--- src/design/mktg_pkg.sv ---
// Shared package for the Morse keyer tone generator.
// Holds sizing constants, codes, channel and command types and Q1.15 helpers.
// No dependencies.
`default_nettype none

package mktg_pkg;

  // Sizing
  localparam int FIFO_DEPTH  = 16;
  localparam int FIFO_AW     = $clog2(FIFO_DEPTH);
  localparam int FIFO_CW     = $clog2(FIFO_DEPTH + 1);
  localparam int SAMPLE_BITS = 16;
  localparam int SAMPLE_SHL  = (SAMPLE_BITS >= 16) ? SAMPLE_BITS - 16 : 0;
  localparam int SAMPLE_SHR  = (SAMPLE_BITS < 16) ? 16 - SAMPLE_BITS : 0;
  localparam int SEG_W       = 18;
  localparam int CFG_AW      = 5;

  // Item function codes
  localparam logic [1:0] FUNC_ENQ   = 2'd0;
  localparam logic [1:0] FUNC_TICK  = 2'd1;
  localparam logic [1:0] FUNC_ABORT = 2'd2;

  // Symbol codes
  localparam logic [1:0] SYM_DOT   = 2'd0;
  localparam logic [1:0] SYM_DASH  = 2'd1;
  localparam logic [1:0] SYM_SPACE = 2'd2;
  localparam logic [1:0] SYM_NONE  = 2'd3;

  // Segment kinds
  localparam logic [1:0] KIND_IDLE = 2'd0;
  localparam logic [1:0] KIND_TONE = 2'd1;
  localparam logic [1:0] KIND_SIL  = 2'd2;

  // Register indexes (byte address / 4)
  localparam logic [2:0] REG_DOT_LEN  = 3'd0;
  localparam logic [2:0] REG_RAMP_LEN = 3'd1;
  localparam logic [2:0] REG_TONE_COS = 3'd2;
  localparam logic [2:0] REG_TONE_SIN = 3'd3;
  localparam logic [2:0] REG_RAMP_COS = 3'd4;
  localparam logic [2:0] REG_RAMP_SIN = 3'd5;

  // Q1.15 reset values
  localparam logic signed [15:0] Q15_ONE  = 16'sh7FFF;
  localparam logic signed [15:0] Q15_MIN  = 16'sh8000;
  localparam logic signed [15:0] Q15_ZERO = 16'sh0000;

  typedef struct packed {
    logic [1:0] func;
    logic [1:0] symbol;
  } in_t;

  typedef struct packed {
    logic signed [SAMPLE_BITS-1:0] sample;
    logic                          accepted;
    logic                          idle;
  } out_t;

  typedef struct packed {
    logic        [15:0] dot_length;
    logic        [12:0] ramp_length;
    logic signed [15:0] tone_cos;
    logic signed [15:0] tone_sin;
    logic signed [15:0] ramp_cos;
    logic signed [15:0] ramp_sin;
  } cfg_t;

  // Datapath micro-operations
  typedef enum logic [4:0] {
    OP_NONE,
    OP_ACCEPT,
    OP_POP,
    OP_T0, OP_T1, OP_T2, OP_T3, OP_T4,
    OP_E0, OP_E1, OP_E2, OP_E3, OP_E4,
    OP_M0, OP_M1,
    OP_FIN,
    OP_LOAD
  } op_t;

  typedef struct packed {
    op_t  op;
    logic back;   // envelope phasor steps backward (falling ramp)
  } dp_cmd_t;

  typedef struct packed {
    logic active;        // a segment is playing with samples left
    logic tone;          // current segment is tone
    logic pos_lt_ramp;   // inside rising ramp
    logic left_le_ramp;  // inside falling ramp
  } dp_stat_t;

  // Round a Q3.30 sum to Q1.15 (add half, floor) and saturate
  function automatic logic signed [15:0] rnd_sat(input logic signed [32:0] a);
    logic signed [33:0] t;
    logic signed [18:0] q;
    t = 34'(a) + 34'sd16384;
    q = 19'(t >>> 15);
    if (q > 19'sd32767) begin
      return Q15_ONE;
    end else if (q < -19'sd32768) begin
      return Q15_MIN;
    end else begin
      return q[15:0];
    end
  endfunction

  // Raised-cosine gain (1 - re) / 2, saturated to 32767
  function automatic logic signed [15:0] env_amp(input logic signed [15:0] re);
    logic signed [17:0] d;
    logic signed [17:0] a;
    d = 18'sd32768 - 18'(re);
    a = d >>> 1;
    if (a[17:15] != 3'b000) begin
      return Q15_ONE;
    end else begin
      return a[15:0];
    end
  endfunction

  // Q1.15 to output sample width (shift left, or floor shift right)
  function automatic logic signed [SAMPLE_BITS-1:0] scale_sample(
    input logic signed [15:0] s
  );
    logic signed [47:0] w;
    w = 48'(s);
    w = (w <<< SAMPLE_SHL) >>> SAMPLE_SHR;
    return w[SAMPLE_BITS-1:0];
  endfunction

endpackage

`default_nettype wire

--- src/design/mktg_ram.sv ---
// Generic single-port-write, single-port-read RAM with registered read data.
// No dependencies.
`default_nettype none

module mktg_ram #(
  parameter int WIDTH = 2,
  parameter int DEPTH = 16
) (
  input  wire logic                     clk,
  input  wire logic                     we,
  input  wire logic [$clog2(DEPTH)-1:0] waddr,
  input  wire logic [WIDTH-1:0]         wdata,
  input  wire logic [$clog2(DEPTH)-1:0] raddr,
  output logic      [WIDTH-1:0]         rdata
);

  logic [WIDTH-1:0] mem [DEPTH];

  // write port
  always_ff @(posedge clk) begin
    if (we) begin
      mem[waddr] <= wdata;
    end
  end

  // registered read port
  always_ff @(posedge clk) begin
    rdata <= mem[raddr];
  end

endmodule

`default_nettype wire

--- src/design/mktg_regs.sv ---
// APB-style configuration registers of the Morse keyer.
// Depends on mktg_pkg.
`default_nettype none

module mktg_regs
  import mktg_pkg::*;
(
  input  wire logic              clk,
  input  wire logic              rst_n,
  input  wire logic              psel,
  input  wire logic              penable,
  input  wire logic              pwrite,
  input  wire logic [CFG_AW-1:0] paddr,
  input  wire logic [31:0]       pwdata,
  output logic      [31:0]       prdata,
  output logic                   pready,
  output cfg_t                   cfg
);

  cfg_t       cfg_r, cfg_nxt;
  logic [2:0] idx;
  logic       wr_en;

  assign idx    = paddr[4:2];
  assign wr_en  = psel && penable && pwrite;
  assign pready = 1'b1;
  assign cfg    = cfg_r;

  // write decode
  always_comb begin
    cfg_nxt = cfg_r;
    if (wr_en) begin
      unique case (idx)
        REG_DOT_LEN:  cfg_nxt.dot_length  = pwdata[15:0];
        REG_RAMP_LEN: cfg_nxt.ramp_length = pwdata[12:0];
        REG_TONE_COS: cfg_nxt.tone_cos    = pwdata[15:0];
        REG_TONE_SIN: cfg_nxt.tone_sin    = pwdata[15:0];
        REG_RAMP_COS: cfg_nxt.ramp_cos    = pwdata[15:0];
        REG_RAMP_SIN: cfg_nxt.ramp_sin    = pwdata[15:0];
        default: ;
      endcase
    end
  end

  always_ff @(posedge clk) begin
    if (!rst_n) begin
      cfg_r.dot_length  <= 16'd4000;
      cfg_r.ramp_length <= 13'd400;
      cfg_r.tone_cos    <= Q15_ONE;
      cfg_r.tone_sin    <= Q15_ZERO;
      cfg_r.ramp_cos    <= Q15_ONE;
      cfg_r.ramp_sin    <= Q15_ZERO;
    end else begin
      cfg_r <= cfg_nxt;
    end
  end

  // read mux, signed registers sign-extended
  always_comb begin
    unique case (idx)
      REG_DOT_LEN:  prdata = 32'(cfg_r.dot_length);
      REG_RAMP_LEN: prdata = 32'(cfg_r.ramp_length);
      REG_TONE_COS: prdata = 32'(cfg_r.tone_cos);
      REG_TONE_SIN: prdata = 32'(cfg_r.tone_sin);
      REG_RAMP_COS: prdata = 32'(cfg_r.ramp_cos);
      REG_RAMP_SIN: prdata = 32'(cfg_r.ramp_sin);
      default:      prdata = '0;
    endcase
  end

endmodule

`default_nettype wire

--- src/design/mktg_dp.sv ---
// Datapath of the Morse keyer: symbol FIFO, segment counters, tone and
// envelope phasors on one shared 16x16 multiplier, and the result register.
// Depends on mktg_pkg and mktg_ram.
`default_nettype none

module mktg_dp
  import mktg_pkg::*;
(
  input  wire logic clk,
  input  wire logic rst_n,
  input  dp_cmd_t   cmd,
  input  in_t       in_data,
  input  cfg_t      cfg,
  output dp_stat_t  status,
  output out_t      out_data
);

  typedef struct packed {
    logic [1:0]       kind;
    logic [SEG_W-1:0] left;
  } seg_t;

  // Skip empty segments: tone -> silence -> idle
  function automatic seg_t settle(input seg_t s, input logic [15:0] dot);
    seg_t r;
    r = s;
    if (s.kind != KIND_IDLE && s.left == '0) begin
      if (s.kind == KIND_TONE && dot != '0) begin
        r.kind = KIND_SIL;
        r.left = SEG_W'(dot);
      end else begin
        r.kind = KIND_IDLE;
        r.left = '0;
      end
    end
    return r;
  endfunction

  // state
  logic [FIFO_AW-1:0]  head_r, head_nxt;
  logic [FIFO_CW-1:0]  count_r, count_nxt;
  seg_t                seg_r, seg_nxt;
  logic [SEG_W-1:0]    pos_r, pos_nxt;
  logic signed [15:0]  tone_re_r, tone_re_nxt, tone_im_r, tone_im_nxt;
  logic signed [15:0]  env_re_r, env_re_nxt, env_im_r, env_im_nxt;
  // payload
  logic signed [15:0]  tmp_r, tmp_nxt;
  logic signed [32:0]  acc_r, acc_nxt;
  logic signed [15:0]  sample_r, sample_nxt;
  logic                accepted_r, accepted_nxt;
  out_t                out_r, out_nxt;

  // FIFO storage
  logic               store_we;
  logic [FIFO_AW-1:0] store_waddr;
  logic [1:0]         store_rd;
  logic [FIFO_AW:0]   wsum;
  logic [FIFO_AW:0]   wwrap;

  // shared multiplier
  logic signed [15:0] mul_a, mul_b;
  logic signed [31:0] prod;
  logic               acc_load, acc_add, acc_sub;

  logic [SEG_W-1:0]   triple_dot;
  logic [SEG_W-1:0]   left_dec;
  seg_t               seg_adv;

  mktg_ram #(
    .WIDTH(2),
    .DEPTH(FIFO_DEPTH)
  ) u_store (
    .clk  (clk),
    .we   (store_we),
    .waddr(store_waddr),
    .wdata(in_data.symbol),
    .raddr(head_r),
    .rdata(store_rd)
  );

  // tail address = (head + count) mod depth
  assign wsum        = (FIFO_AW+1)'(head_r) + (FIFO_AW+1)'(count_r);
  assign wwrap       = (wsum >= (FIFO_AW+1)'(FIFO_DEPTH)) ?
                       wsum - (FIFO_AW+1)'(FIFO_DEPTH) : wsum;
  assign store_waddr = wwrap[FIFO_AW-1:0];

  assign triple_dot  = SEG_W'(cfg.dot_length) + SEG_W'({cfg.dot_length, 1'b0});
  assign left_dec    = seg_r.left - 1'b1;

  // status to the controller
  assign status.active       = (seg_r.kind != KIND_IDLE) && (seg_r.left != '0);
  assign status.tone         = (seg_r.kind == KIND_TONE);
  assign status.pos_lt_ramp  = pos_r < SEG_W'(cfg.ramp_length);
  assign status.left_le_ramp = seg_r.left <= SEG_W'(cfg.ramp_length);

  // operand select for the shared multiplier
  always_comb begin
    mul_a    = tone_re_r;
    mul_b    = cfg.tone_cos;
    acc_load = 1'b0;
    acc_add  = 1'b0;
    acc_sub  = 1'b0;
    unique case (cmd.op)
      OP_T0: begin mul_a = tone_re_r; mul_b = cfg.tone_cos; acc_load = 1'b1; end
      OP_T1: begin mul_a = tone_im_r; mul_b = cfg.tone_sin; acc_sub  = 1'b1; end
      OP_T2: begin mul_a = tone_re_r; mul_b = cfg.tone_sin; acc_load = 1'b1; end
      OP_T3: begin mul_a = tone_im_r; mul_b = cfg.tone_cos; acc_add  = 1'b1; end
      OP_E0: begin mul_a = env_re_r;  mul_b = cfg.ramp_cos; acc_load = 1'b1; end
      OP_E1: begin
        mul_a   = env_im_r;
        mul_b   = cfg.ramp_sin;
        acc_add = cmd.back;
        acc_sub = !cmd.back;
      end
      OP_E2: begin mul_a = env_im_r;  mul_b = cfg.ramp_cos; acc_load = 1'b1; end
      OP_E3: begin
        mul_a   = env_re_r;
        mul_b   = cfg.ramp_sin;
        acc_add = !cmd.back;
        acc_sub = cmd.back;
      end
      OP_M0: begin mul_a = tone_im_r; mul_b = env_amp(env_re_r); acc_load = 1'b1; end
      default: ;
    endcase
  end

  assign prod = mul_a * mul_b;

  // accumulator
  always_comb begin
    acc_nxt = acc_r;
    if (acc_load) begin
      acc_nxt = 33'(prod);
    end else if (acc_add) begin
      acc_nxt = acc_r + 33'(prod);
    end else if (acc_sub) begin
      acc_nxt = acc_r - 33'(prod);
    end
  end

  // advance past a finished segment
  always_comb begin
    seg_adv.kind = KIND_IDLE;
    seg_adv.left = '0;
    if (seg_r.kind == KIND_TONE) begin
      seg_adv.kind = KIND_SIL;
      seg_adv.left = SEG_W'(cfg.dot_length);
    end
    seg_adv = settle(seg_adv, cfg.dot_length);
  end

  // micro-operation decode
  always_comb begin
    head_nxt     = head_r;
    count_nxt    = count_r;
    seg_nxt      = seg_r;
    pos_nxt      = pos_r;
    tone_re_nxt  = tone_re_r;
    tone_im_nxt  = tone_im_r;
    env_re_nxt   = env_re_r;
    env_im_nxt   = env_im_r;
    tmp_nxt      = tmp_r;
    sample_nxt   = sample_r;
    accepted_nxt = accepted_r;
    out_nxt      = out_r;
    store_we     = 1'b0;
    unique case (cmd.op)
      OP_ACCEPT: begin
        sample_nxt   = Q15_ZERO;
        accepted_nxt = 1'b0;
        unique case (in_data.func)
          FUNC_ENQ: begin
            if (in_data.symbol != SYM_NONE && count_r < FIFO_CW'(FIFO_DEPTH)) begin
              store_we     = 1'b1;
              count_nxt    = count_r + 1'b1;
              accepted_nxt = 1'b1;
            end
          end
          FUNC_ABORT: begin
            head_nxt    = '0;
            count_nxt   = '0;
            seg_nxt     = '0;
            pos_nxt     = '0;
            tone_re_nxt = Q15_ONE;
            tone_im_nxt = Q15_ZERO;
            env_re_nxt  = Q15_ONE;
            env_im_nxt  = Q15_ZERO;
          end
          default: ;
        endcase
      end
      // start the next queued symbol when nothing plays
      OP_POP: begin
        if (seg_r.kind == KIND_IDLE && count_r != '0) begin
          head_nxt    = (head_r == FIFO_AW'(FIFO_DEPTH - 1)) ? '0 : head_r + 1'b1;
          count_nxt   = count_r - 1'b1;
          tone_re_nxt = Q15_ONE;
          tone_im_nxt = Q15_ZERO;
          env_re_nxt  = Q15_ONE;
          env_im_nxt  = Q15_ZERO;
          pos_nxt     = '0;
          unique case (store_rd)
            SYM_DOT:  begin seg_nxt.kind = KIND_TONE; seg_nxt.left = SEG_W'(cfg.dot_length); end
            SYM_DASH: begin seg_nxt.kind = KIND_TONE; seg_nxt.left = triple_dot; end
            default:  begin seg_nxt.kind = KIND_SIL;  seg_nxt.left = triple_dot; end
          endcase
          seg_nxt = settle(seg_nxt, cfg.dot_length);
        end
      end
      OP_T2: tmp_nxt = rnd_sat(acc_r);
      OP_T4: begin
        tone_re_nxt = tmp_r;
        tone_im_nxt = rnd_sat(acc_r);
        sample_nxt  = rnd_sat(acc_r);
      end
      OP_E2: tmp_nxt = rnd_sat(acc_r);
      OP_E4: begin
        env_re_nxt = tmp_r;
        env_im_nxt = rnd_sat(acc_r);
      end
      OP_M1: sample_nxt = rnd_sat(acc_r);
      // count down the segment, move on when it ends
      OP_FIN: begin
        if (seg_r.kind == KIND_TONE) begin
          pos_nxt = pos_r + 1'b1;
        end
        if (left_dec == '0) begin
          seg_nxt = seg_adv;
        end else begin
          seg_nxt.left = left_dec;
        end
      end
      OP_LOAD: begin
        out_nxt.sample   = scale_sample(sample_r);
        out_nxt.accepted = accepted_r;
        out_nxt.idle     = (seg_r.kind == KIND_IDLE) && (count_r == '0);
      end
      default: ;
    endcase
  end

  // control state
  always_ff @(posedge clk) begin
    if (!rst_n) begin
      head_r    <= '0;
      count_r   <= '0;
      seg_r     <= '0;
      pos_r     <= '0;
      tone_re_r <= Q15_ONE;
      tone_im_r <= Q15_ZERO;
      env_re_r  <= Q15_ONE;
      env_im_r  <= Q15_ZERO;
    end else begin
      head_r    <= head_nxt;
      count_r   <= count_nxt;
      seg_r     <= seg_nxt;
      pos_r     <= pos_nxt;
      tone_re_r <= tone_re_nxt;
      tone_im_r <= tone_im_nxt;
      env_re_r  <= env_re_nxt;
      env_im_r  <= env_im_nxt;
    end
  end

  // payload registers
  always_ff @(posedge clk) begin
    tmp_r      <= tmp_nxt;
    acc_r      <= acc_nxt;
    sample_r   <= sample_nxt;
    accepted_r <= accepted_nxt;
    out_r      <= out_nxt;
  end

  assign out_data = out_r;

endmodule

`default_nettype wire

--- src/design/mktg_ctrl.sv ---
// Controller of the Morse keyer: handshakes and the micro-operation sequence
// that drives the datapath. Depends on mktg_pkg.
`default_nettype none

module mktg_ctrl
  import mktg_pkg::*;
(
  input  wire logic       clk,
  input  wire logic       rst_n,
  input  wire logic       in_valid,
  input  wire logic [1:0] in_func,
  output logic            in_ready,
  output logic            out_valid,
  input  wire logic       out_ready,
  input  dp_stat_t        status,
  output dp_cmd_t         cmd
);

  typedef enum logic [16:0] {
    S_IDLE   = 17'h00001,
    S_POP    = 17'h00002,
    S_DECIDE = 17'h00004,
    S_T0     = 17'h00008,
    S_T1     = 17'h00010,
    S_T2     = 17'h00020,
    S_T3     = 17'h00040,
    S_T4     = 17'h00080,
    S_E0     = 17'h00100,
    S_E1     = 17'h00200,
    S_E2     = 17'h00400,
    S_E3     = 17'h00800,
    S_E4     = 17'h01000,
    S_M0     = 17'h02000,
    S_M1     = 17'h04000,
    S_FIN    = 17'h08000,
    S_RES    = 17'h10000
  } state_t;

  state_t state_r, state_nxt;
  logic   dir_r, dir_nxt;          // 1: falling ramp
  logic   out_valid_r, out_valid_nxt;

  assign in_ready  = (state_r == S_IDLE);
  assign out_valid = out_valid_r;

  // sequencer
  always_comb begin
    state_nxt     = state_r;
    dir_nxt       = dir_r;
    cmd.op        = OP_NONE;
    cmd.back      = dir_r;
    out_valid_nxt = out_valid_r && !out_ready;
    unique case (state_r)
      S_IDLE: begin
        if (in_valid) begin
          cmd.op    = OP_ACCEPT;
          state_nxt = (in_func == FUNC_TICK) ? S_POP : S_RES;
        end
      end
      S_POP: begin
        cmd.op    = OP_POP;
        state_nxt = S_DECIDE;
      end
      S_DECIDE: begin
        if (!status.active) begin
          state_nxt = S_RES;
        end else if (status.tone) begin
          state_nxt = S_T0;
        end else begin
          state_nxt = S_FIN;
        end
      end
      S_T0: begin cmd.op = OP_T0; state_nxt = S_T1; end
      S_T1: begin cmd.op = OP_T1; state_nxt = S_T2; end
      S_T2: begin cmd.op = OP_T2; state_nxt = S_T3; end
      S_T3: begin cmd.op = OP_T3; state_nxt = S_T4; end
      // rising ramp wins over falling ramp
      S_T4: begin
        cmd.op = OP_T4;
        if (status.pos_lt_ramp) begin
          dir_nxt   = 1'b0;
          state_nxt = S_M0;
        end else if (status.left_le_ramp) begin
          dir_nxt   = 1'b1;
          state_nxt = S_E0;
        end else begin
          state_nxt = S_FIN;
        end
      end
      S_E0: begin cmd.op = OP_E0; state_nxt = S_E1; end
      S_E1: begin cmd.op = OP_E1; state_nxt = S_E2; end
      S_E2: begin cmd.op = OP_E2; state_nxt = S_E3; end
      S_E3: begin cmd.op = OP_E3; state_nxt = S_E4; end
      S_E4: begin
        cmd.op    = OP_E4;
        state_nxt = dir_r ? S_M0 : S_FIN;
      end
      S_M0: begin cmd.op = OP_M0; state_nxt = S_M1; end
      S_M1: begin
        cmd.op    = OP_M1;
        state_nxt = dir_r ? S_FIN : S_E0;
      end
      S_FIN: begin
        cmd.op    = OP_FIN;
        state_nxt = S_RES;
      end
      // result register must be free before loading
      S_RES: begin
        if (!out_valid_r || out_ready) begin
          cmd.op        = OP_LOAD;
          out_valid_nxt = 1'b1;
          state_nxt     = S_IDLE;
        end
      end
      default: state_nxt = S_IDLE;
    endcase
  end

  always_ff @(posedge clk) begin
    if (!rst_n) begin
      state_r     <= S_IDLE;
      dir_r       <= 1'b0;
      out_valid_r <= 1'b0;
    end else begin
      state_r     <= state_nxt;
      dir_r       <= dir_nxt;
      out_valid_r <= out_valid_nxt;
    end
  end

  // checks
  a_accept_leaves_idle: assert property (@(posedge clk) disable iff (!rst_n)
    (in_valid && in_ready) |=> !in_ready)
    else $error("controller stayed ready after a transaction");

  a_load_sets_valid: assert property (@(posedge clk) disable iff (!rst_n)
    (cmd.op == OP_LOAD) |=> out_valid)
    else $error("result load did not raise out_valid");

  a_res_waits: assert property (@(posedge clk) disable iff (!rst_n)
    (state_r == S_RES && out_valid_r && !out_ready) |=>
      (state_r == S_RES && out_valid_r))
    else $error("result overwritten while still pending");

  a_tone_only: assert property (@(posedge clk) disable iff (!rst_n)
    (state_r == S_T0) |-> (status.tone && status.active))
    else $error("tone sequence entered without a tone segment");

endmodule

`default_nettype wire

--- src/design/morse_keyer_tone_generator.sv ---
// Morse keyer tone generator, top level. One item in flight at a time.
// Enqueue/abort go from accept straight to the result load. A tick pops the FIFO
// when nothing plays; for a tone segment it rotates the tone phasor (and, in a ramp,
// the envelope phasor and gain) on the single shared 16x16 multiplier (4 products
// per phasor rotation, 1 for the envelope gain); it counts down an active segment.
// Reset: synchronous active-low rst_n; FIFO storage is not cleared (count zero).
`default_nettype none

module morse_keyer_tone_generator
  import mktg_pkg::*;
(
  input  wire logic              clk,
  input  wire logic              rst_n,
  // input channel
  input  wire logic              in_valid,
  output logic                   in_ready,
  input  in_t                    in_data,
  // result channel
  output logic                   out_valid,
  input  wire logic              out_ready,
  output out_t                   out_data,
  // configuration port
  input  wire logic              cfg_psel,
  input  wire logic              cfg_penable,
  input  wire logic              cfg_pwrite,
  input  wire logic [CFG_AW-1:0] cfg_paddr,
  input  wire logic [31:0]       cfg_pwdata,
  output logic      [31:0]       cfg_prdata,
  output logic                   cfg_pready
);

  cfg_t     cfg;
  dp_cmd_t  cmd;
  dp_stat_t status;

  // configuration registers
  mktg_regs u_regs (
    .clk    (clk),
    .rst_n  (rst_n),
    .psel   (cfg_psel),
    .penable(cfg_penable),
    .pwrite (cfg_pwrite),
    .paddr  (cfg_paddr),
    .pwdata (cfg_pwdata),
    .prdata (cfg_prdata),
    .pready (cfg_pready),
    .cfg    (cfg)
  );

  // sequencer
  mktg_ctrl u_ctrl (
    .clk      (clk),
    .rst_n    (rst_n),
    .in_valid (in_valid),
    .in_func  (in_data.func),
    .in_ready (in_ready),
    .out_valid(out_valid),
    .out_ready(out_ready),
    .status   (status),
    .cmd      (cmd)
  );

  // FIFO, counters, phasors, result register
  mktg_dp u_dp (
    .clk     (clk),
    .rst_n   (rst_n),
    .cmd     (cmd),
    .in_data (in_data),
    .cfg     (cfg),
    .status  (status),
    .out_data(out_data)
  );

endmodule

`default_nettype wire
--- config.mk ---
export PLATFORM = sky130hd
export DESIGN_NAME = morse_keyer_tone_generator
export DESIGN_NICKNAME = d
export VERILOG_FILES = /design/src/design/mktg_pkg.sv /design/src/design/mktg_ram.sv /design/src/design/mktg_regs.sv /design/src/design/mktg_dp.sv /design/src/design/mktg_ctrl.sv /design/src/design/morse_keyer_tone_generator.sv
export SDC_FILE = /design/constraint.sdc
export NUM_CORES = 2
export LEC_CHECK = 0
export ABC_AREA = 1
export BUFFER_PORTS_ARGS = -buffer_cell sky130_fd_sc_hd__buf_2
export CAP_MARGIN = 30
export CORE_MARGIN = 3
export CORE_UTILIZATION = 23
export CTS_CLUSTER_SIZE = 30
export DETAILED_ROUTE_END_ITERATION = 10
export SLEW_MARGIN = 20
export SYNTH_ARGS = -nofsm -noshare
export SYNTH_HDL_FRONTEND = slang
export SYNTH_SLANG_ARGS = --single-unit
--- constraint.sdc ---
create_clock -name clk -period 17.2 [get_ports clk]
set_input_delay 3.44 -clock clk [delete_from_list [all_inputs] [get_ports clk]]
set_output_delay 3.44 -clock clk [all_outputs]
set_load 0.005 [all_outputs]
After elaboration in Yosys (flattened, before gate mapping)
Memory sizes are Yosys's and may differ from the RTL's. A register that Yosys moved wholly into a read port is not among the register bits.
Index checks and enable logic that the tools add are counted.
{ "classes": {"n_addsub": 12, "n_eq_ne": 54, "n_bitwise": 0, "n_reduce_logical": 61, "n_mul": 1, "div": 0, "n_mux": 69, "order_cmp": 6, "n_shift": 0} }
{ "ops": {"columns": ["op", "n"], "rows": [
  ["$pmux 17 s17", 1],
  ["$pmux 16 s3", 5],
  ["$pmux 32 s6", 1],
  ["$mux 20", 9],
  ["$mux 16", 11],
  ["$mux 33", 3],
  ["$mux 17", 5],
  ["$pmux 5 s16", 1],
  ["$mux 18", 4],
  ["$pmux 16 s4", 1],
  ["$pmux 20 s3", 1],
  ["$logic_not 18->1", 3],
  ["$pmux 18 s3", 1],
  ["$eq 5x4->1 const B", 8],
  ["$pmux 20 s2", 1],
  ["$add 33x16->34 const B", 1],
  ["$add 33x32->33", 1],
  ["$sub 33x32->33", 1],
  ["$mul 16x16->32", 1],
  ["$pmux 16 s2", 1],
  ["$eq 5x3->1 const B", 4],
  ["$pmux 5 s2", 2],
  ["$gt 19x16->1 const B", 1],
  ["$lt 19x16->1 const B", 1],
  ["other kinds (65)", 135]
]} }
{ "totals": {"ff_bits": 307, "latch_bits": 0, "wordCells": 229, "ram_bits": 32, "n_memories": 1, "inputBits": 48, "romBits": 0, "output_inout_bits": 53} }
{ "memory_table": {"columns": ["memory", "words", "word_bits", "rd", "rd_ports_with_merged_regs", "wr", "line_no", "text"], "rows": [
  ["u_dp.u_store.mem", 16, 2, 1, 1, 1, "mktg_ram.sv:17", "logic [WIDTH-1:0] mem [DEPTH];"]
]} }

Longest topological paths before layout
{ "depth": {"depth_word": 12, "ltp_mapped": 61, "ltp_nobuf": 60} }

Modules after synthesis
From an unflattened synthesis, not the netlist that was laid out.
{ "hier_totals": {"hier_cells": 4665, "hier_area_um2": 33124.3} }
{ "modules_own_cells": {"columns": ["module", "seq_area_each_um2", "area_per_inst_um2", "cells_per_inst", "instances"], "rows": [
  ["mktg_dp", 4744.6, 25638.3, 3577, 1],
  ["mktg_regs", 1861.8, 4647.0, 733, 1],
  ["mktg_ram", 1001.0, 1531.5, 159, 1],
  ["mktg_ctrl", 380.4, 1307.5, 196, 1]
]} }

Least setup slack after synthesis
Ideal clock, no wire load.
{ "synth_timing": {"kind": "register to register", "startpoint": "reg u_dp.env_re_r[1]", "endpoint": "reg u_dp.acc_r[29] (data pin)", "t_arrival_ns": 8.627, "t_required_ns": 16.934, "setup_ns": 0.266, "setup_slack_ns": 8.307, "path_stages_with_launch": 56, "period_less_slack_ns": 8.893, "n_path_buf": 1, "path_cell_list": "dfxtp_1 -> inv_1 -> ha_1 -> nand3_1 -> nor2_1 -> nand2_1 -> nor2_1 -> nand4_2 -> inv_1 -> o21ai_0 -> o21ai_0 -> a221oi_1 -> nand2_1 -> o21ai_2 -> inv_1 -> buf_2 -> nand2_1 -> fa_1 -> (+20 left out) -> nor2_1 -> nand2_1 -> nor2_1 -> nand2_1 -> nor2_1 -> xor2_1 -> a21oi_1 -> ha_1 -> nand2_1 -> nor2_1 -> nand2_1 -> nor4_1 -> nand2_1 -> o211ai_1 -> a211o_1 -> or2_2 -> nand3_1 -> o21ai_0"} }
{ "synth_via": {"elab_chain_cells": 9, "word_cells_on_any_way": 11, "cone_classes": "add/sub: 3; mul: 1; mux: 6; reduce/logical: 1"} }
{ "synth_lines": {"columns": ["element", "line_no", "text"], "rows": [
  ["start, declared", "mktg_dp.sv:45", "logic signed [15:0] env_re_r, env_re_nxt, env_im_r, env_im_nxt;"],
  ["start signal, assigned", "mktg_dp.sv:260", "env_re_r <= env_re_nxt;"],
  ["$sub 17x16->18", "mktg_pkg.sv:110", "d = 18'sd32768 - 18'(re);"],
  ["$reduce_bool 3->1", "mktg_pkg.sv:112", "if (a[17:15] != 3'b000) begin"],
  ["$mux 16", "mktg_pkg.sv:112", null],
  ["$pmux 16 s4", "mktg_dp.sv:103", "unique case (cmd.op)"],
  ["$mul 16x16->32 *", "mktg_dp.sv:127", "assign prod = mul_a * mul_b;"],
  ["$sub 33x32->33", "mktg_dp.sv:137", "acc_nxt = acc_r - 33'(prod);"],
  ["$mux 33", "mktg_dp.sv:136", "end else if (acc_sub) begin"],
  ["$mux 33", "mktg_dp.sv:134", "end else if (acc_add) begin"],
  ["$mux 33 *", "mktg_dp.sv:132", "if (acc_load) begin"],
  ["named net u_dp.acc_nxt[29]", "mktg_dp.sv:48", "logic signed [32:0] acc_r, acc_nxt;"],
  ["end signal, assigned", "mktg_dp.sv:268", "acc_r <= acc_nxt;"],
  ["end, declared", "mktg_dp.sv:48", null]
]} }
The timed path passes the listed nets; every way through them passes the cells marked *. The select of a mux whose other input is x is not followed.
A chain may end at the register's enable or synchronous reset.

Final worst setup path
{ "layout_timing": {"startpoint": "reg u_ctrl.state_r[16]", "endpoint": "reg u_dp.acc_r[29] (data pin)"} }
{ "layout_via": {"elab_chain_cells": 10, "word_cells_on_any_way": 43, "cone_classes": "add/sub: 2; mul: 1; eq/ne: 25; mux: 8; reduce/logical: 7"} }
{ "layout_lines": {"columns": ["element", "line_no", "text"], "rows": [
  ["start, declared", "mktg_ctrl.sv:39", "state_t state_r, state_nxt;"],
  ["start signal, assigned", "mktg_ctrl.sv:125", "state_r <= state_nxt;"],
  ["$eq 17x17->1, or another cell as far along", "mktg_ctrl.sv:53", "unique case (state_r)"],
  ["$pmux 5 s16 *", "mktg_ctrl.sv:53", null],
  ["$eq 5x3->1, or another cell as far along", "mktg_dp.sv:103", null],
  ["$reduce_or 3->1 (no line) or $reduce_or 2->1 (tied branches)", null, null],
  ["$pmux 16 s3 or $pmux 16 s4 (tied branches)", "mktg_dp.sv:103", null],
  ["$mul 16x16->32", "mktg_dp.sv:127", null],
  ["$sub 33x32->33", "mktg_dp.sv:137", null],
  ["$mux 33", "mktg_dp.sv:136", null],
  ["$mux 33", "mktg_dp.sv:134", null],
  ["$mux 33 *", "mktg_dp.sv:132", null],
  ["named net u_dp.acc_nxt[29]", "mktg_dp.sv:48", null]
]} }
Marks and branches as above.

==> key figures <==
Status
  – Status: finished clean

Worst hold path
  – Worst Hold End: u_dp.out_data[8]
  – WHS Path Cells: 0
  – Hold Path Class: flip-flop to flip-flop
  – Worst Min Path Start: u_dp.sample_r[6]

Die
  – Std-Cell Rows: 138
  – Die area: 0.1490 mm²
  – Die Y: 386.0 µm
  – Io pins: 101
  – Effective utilization at floorplan: 23.31%
  – Core region area: about 0.14 mm²
  – Die W: 386.0 µm

Critical path
  – WS Path Type: flip-flop to flip-flop
  – CP max-delay cell: dfxtp_1
  – Worst EP required: 17.52 ns
  – Setup slack, reg-to-reg: between 5 and 6 ns
  – Crit. End Element: flip-flop
  – Crit-path max cell delay: roughly 0.70 ns
  – Reg-to-Reg End: u_dp.acc_r[29]
  – Worst Reg-to-Reg Cells: 43
  – Crit path max fanout: 22
  – CP Launch Type: flip-flop
  – FF-to-FF Start: u_ctrl.state_r[16]
  – Worst EP arrival: 11.86 ns

Placement
  – # port buffers: 81
  – Detailed placement HPWL: slightly above 80 mm
  – GPL Wtd Cong: 0.9102

Cells and area
  – Commonest cells after routing, fill and taps aside: nand2_1 (932), inv_1 (771), nor2_1 (474)
  – Most common cell after layout, fill and taps aside: nand2_1
  – Area of the multi-input gates: 0.02144 mm²
  – Post-layout nets: between 4000 and 5000
  – Register area: around 0.0080 mm²
  – Layout cell share with drive strength beyond 1: between 8 and 9%
  – Layout Area Growth over Synthesis: 10.94%
  – Diodes inserted: 0
  – Fill cells: 15590

Clocking
  – Hold_buf cts: 0
  – Root buf cell: clkbuf_16
  – Clk pin slew, worst setup/hold paths: 0.06 ns
  – Clock sink total: between 300 and 400
  – Clk_lat worst skew: 0.58 ns
  – Post-CTS Setup Bufs: 0
  – H-tree level count: 2
  – CTS Buffer Depth: 3
  – CTS buffer count: 41
  – Post-CTS Resized: 0
  – CTS tree: built

Global route
  – GRT overflow: 0
  – Global-route usage over all layers: 13.57%
  – Largest net degree at the start of global routing: 104
  – Antenna violations before repair: 12
  – Global-route wire length before repair: 161.0 mm
  – Vias in the first global route: 28390

Job
  – Max-cap violations: 0

Yosys
  – Dominant combinational cell family by area after synthesis: simple AND/OR/NAND/NOR gates
  – Post-synth cell types: 79
  – Mean Syn Cell Area: 7.415 µm²
  – Post-synthesis compound-gate area fraction: 13.05%
  – Post-Syn Area: about 0.033 mm²
  – Post-synthesis net count: 4971
  – Async SR Flop Fraction: 0%
  – Number of synthesized flops with an enable pin: 116
  – Cells after Synth: 4478
  – Primary FF master, synth: dfxtp_1
  – Post-Synth Simple-Gate Area: 25.61%
  – Synth Register Bits: 341
  – Post-Synth XOR/XNOR Area: 2.792%
  – Portion of netlist area occupied by mux cells: less than 1%
  – YS warnings: 0
  – Post-synthesis adder-cell area fraction: 22.78%
  – Seq/Total Area, Yosys: between 20% and 30%

Drt
  – Routed WL: slightly above 100 mm
  – Wire length on met3: ~5.4 mm
  – DR iter-0 viols: 2302
  – Metal2 WL: 50.17 mm
  – Drt wl/cell: approximately 16 µm
  – Highest routed layer: met4
  – Vias per cell: 4.596
  – DRT met1 WL: 43.89 mm
  – DRC viols: 0
  – Total number of vias: 29430
  – Number of detailed-routing iterations run before antenna repair: 5
  – Routed Antenna Nets: 0

Power and ir drop
  – Peak supply drop: 0.1041 mV
  – Switch Pwr: ~2.2 mW
  – Share of power burned in registers: 20.7%
  – Power per cell area: 123.9 mW/mm²
  – Internal: 2.340 mW
  – Clock power frac: 19.5%
  – Leak pwr: 17.22 nW
  – Comb power frac: 59.8%
  – Switch share: 48.71%

STA
  – Hold violation count in the final report: 0
  – RSZ-0062 raised after global routing: false
  – Count of pins over their slew limit: 0
  – Clock Skew: 0.03151 ns
  – Fin crit share: 67.12%
  – Rel. slew slack: 31.54%
  – Fin Setup TNS: 0 ns
  – Hold slack: 0.4125 ns
  – Tmin final: 11.54 ns
  – Final setup vio count: 0
  – Fmax: approximately 87 MHz
  – Worst-margin pin slew: 1.024 ns
## worst max-delay path: cells and delay by family (launching register included)
family | cells | cell delay, ns
fa+ha+maj | 8 | 3.73
buf+inv | 8 | 1.38
flops | 1 | 0.70
simple gates | 18 | 3.27
compound gates | 8 | 2.01
xor+xnor | 1 | 0.15
## cells by family after synthesis
group | Yosys count
and+or+nand+nor | 1902
muxes | 7
buffers and inverters | 958
AOI/OAI and AO/OA | 719
xor gates and xnor gates | 105
other | 1
adders and majority gates | 445
DFF | 341
## layout make-up
class                           instances  area share, %
Clock inverter                         17         0.4517
Tap cell                             1890          6.419
Multi-Input combinational cell       3179          58.19
Timing Repair Buffer                  108          1.732
Clock buffer                           56          3.247
Sequential cell                       341          21.68
Inverter                              812          8.280
## how the worst max path moves through the flow
stage	endpoint	start	slack, ns	depth (start not counted)
finish	u_dp.acc_r[29]	u_ctrl.state_r[16]	5.66	43
global route	u_dp.acc_r[29]	u_ctrl.state_r[16]	4.93	46
CTS	u_dp.acc_r[29]	u_ctrl.state_r[16]	5.78	43
detailed placement	u_dp.acc_r[29]	u_ctrl.state_r[16]	5.83	47
global placement	u_dp.acc_r[29]	u_ctrl.state_r[16]	5.83	43
floorplan	u_dp.acc_r[29]	u_dp.env_re_r[1]	8.31	55
## registers in the layout, summed over array words and instances (netlist names), 17 cells and up
register / count
u_dp.u_store.mem: 32
u_dp.pos_r: 18
u_dp.seg_r: 20
u_ctrl.state_r: 17
u_dp.out_data: 18
u_dp.acc_r: 33
u_regs.cfg: 93
## synthesized netlist by cell type, types with 7 or more instances
library cell / count / area [µm²]
a221oi_1: 27 / 236.5
o221ai_1: 8 / 70.07
nand3_2: 9 / 90.09
clkinv_1: 8 / 30.03
nand2_1: 932 / 3498
xor2_1: 78 / 683.2
ha_1: 179 / 2240
clkbuf_1: 68 / 255.2
nor3_2: 7 / 70.07
nor2_2: 23 / 143.9
nand3b_1: 9 / 67.56
mux2i_1: 7 / 70.07
o22ai_1: 48 / 300.3
nor2_1: 477 / 1790
o21ai_2: 21 / 183.9
inv_1: 771 / 2894
nand4_1: 72 / 450.4
nor4_1: 23 / 143.9
a21oi_1: 267 / 1336
inv_2: 32 / 120.1
a22oi_1: 14 / 105.1
a211oi_1: 11 / 82.58
o21ai_4: 9 / 146.4
buf_2: 43 / 215.2
nand2_4: 28 / 315.3
o211ai_1: 25 / 187.7
nor2_4: 8 / 90.09
nor3_1: 45 / 225.2
nand2_2: 21 / 131.4
o21a_1: 8 / 60.06
dfxtp_1: 225 / 4504
xnor2_1: 26 / 227.7
o21ai_0: 198 / 991.0
o21bai_1: 11 / 82.58
a31oi_1: 8 / 50.05
o21ai_1: 18 / 90.09
nand3_1: 209 / 1046
edfxtp_1: 116 / 3483
fa_1: 266 / 5325
buf_4: 24 / 180.2
a21oi_2: 10 / 87.58
## power groups by stage
| stage | registers [mW] | clock network (mW) | logic, mW |
|---|---|---|---|
| finish | 0.945 | 0.888 | 2.73 |
| global route | 0.948 | 0.935 | 3.06 |
| CTS | 0.945 | 0.903 | 2.70 |
| detailed placement | 0.962 | 0 | 2.69 |
| global placement | 0.962 | 0 | 2.68 |
| floorplan | 0.951 | 0 | 1.99 |
## routing by layer
metal  GRT usage, %  up-vias
met3          1.285      190
li1               -    14350
met5              0        -
met1          17.57    14010
met2          23.80      874
met4          4.017        0
## per-stage QoR
| stage | area (µm²) | utilization [%] | setup slack (ns) | cells | total power [mW] |
|---|---|---|---|---|---|
| final | 36840 | 25.86 | 5.655 | 6403 | 4.564 |
| after global routing | 36840 | 25.86 | 4.930 | 6403 | 4.944 |
| after CTS | 36800 | 25.84 | 5.780 | 6401 | 4.550 |
| after detailed placement | 35440 | 24.88 | 5.830 | 6328 | 3.650 |
| after global placement | 35430 | 24.87 | 5.827 | 6327 | 3.639 |
| after floorplan | 33210 | - | 8.307 | 4478 | 2.944 |
No activity file was read; power rests on OpenSTA's default activity.
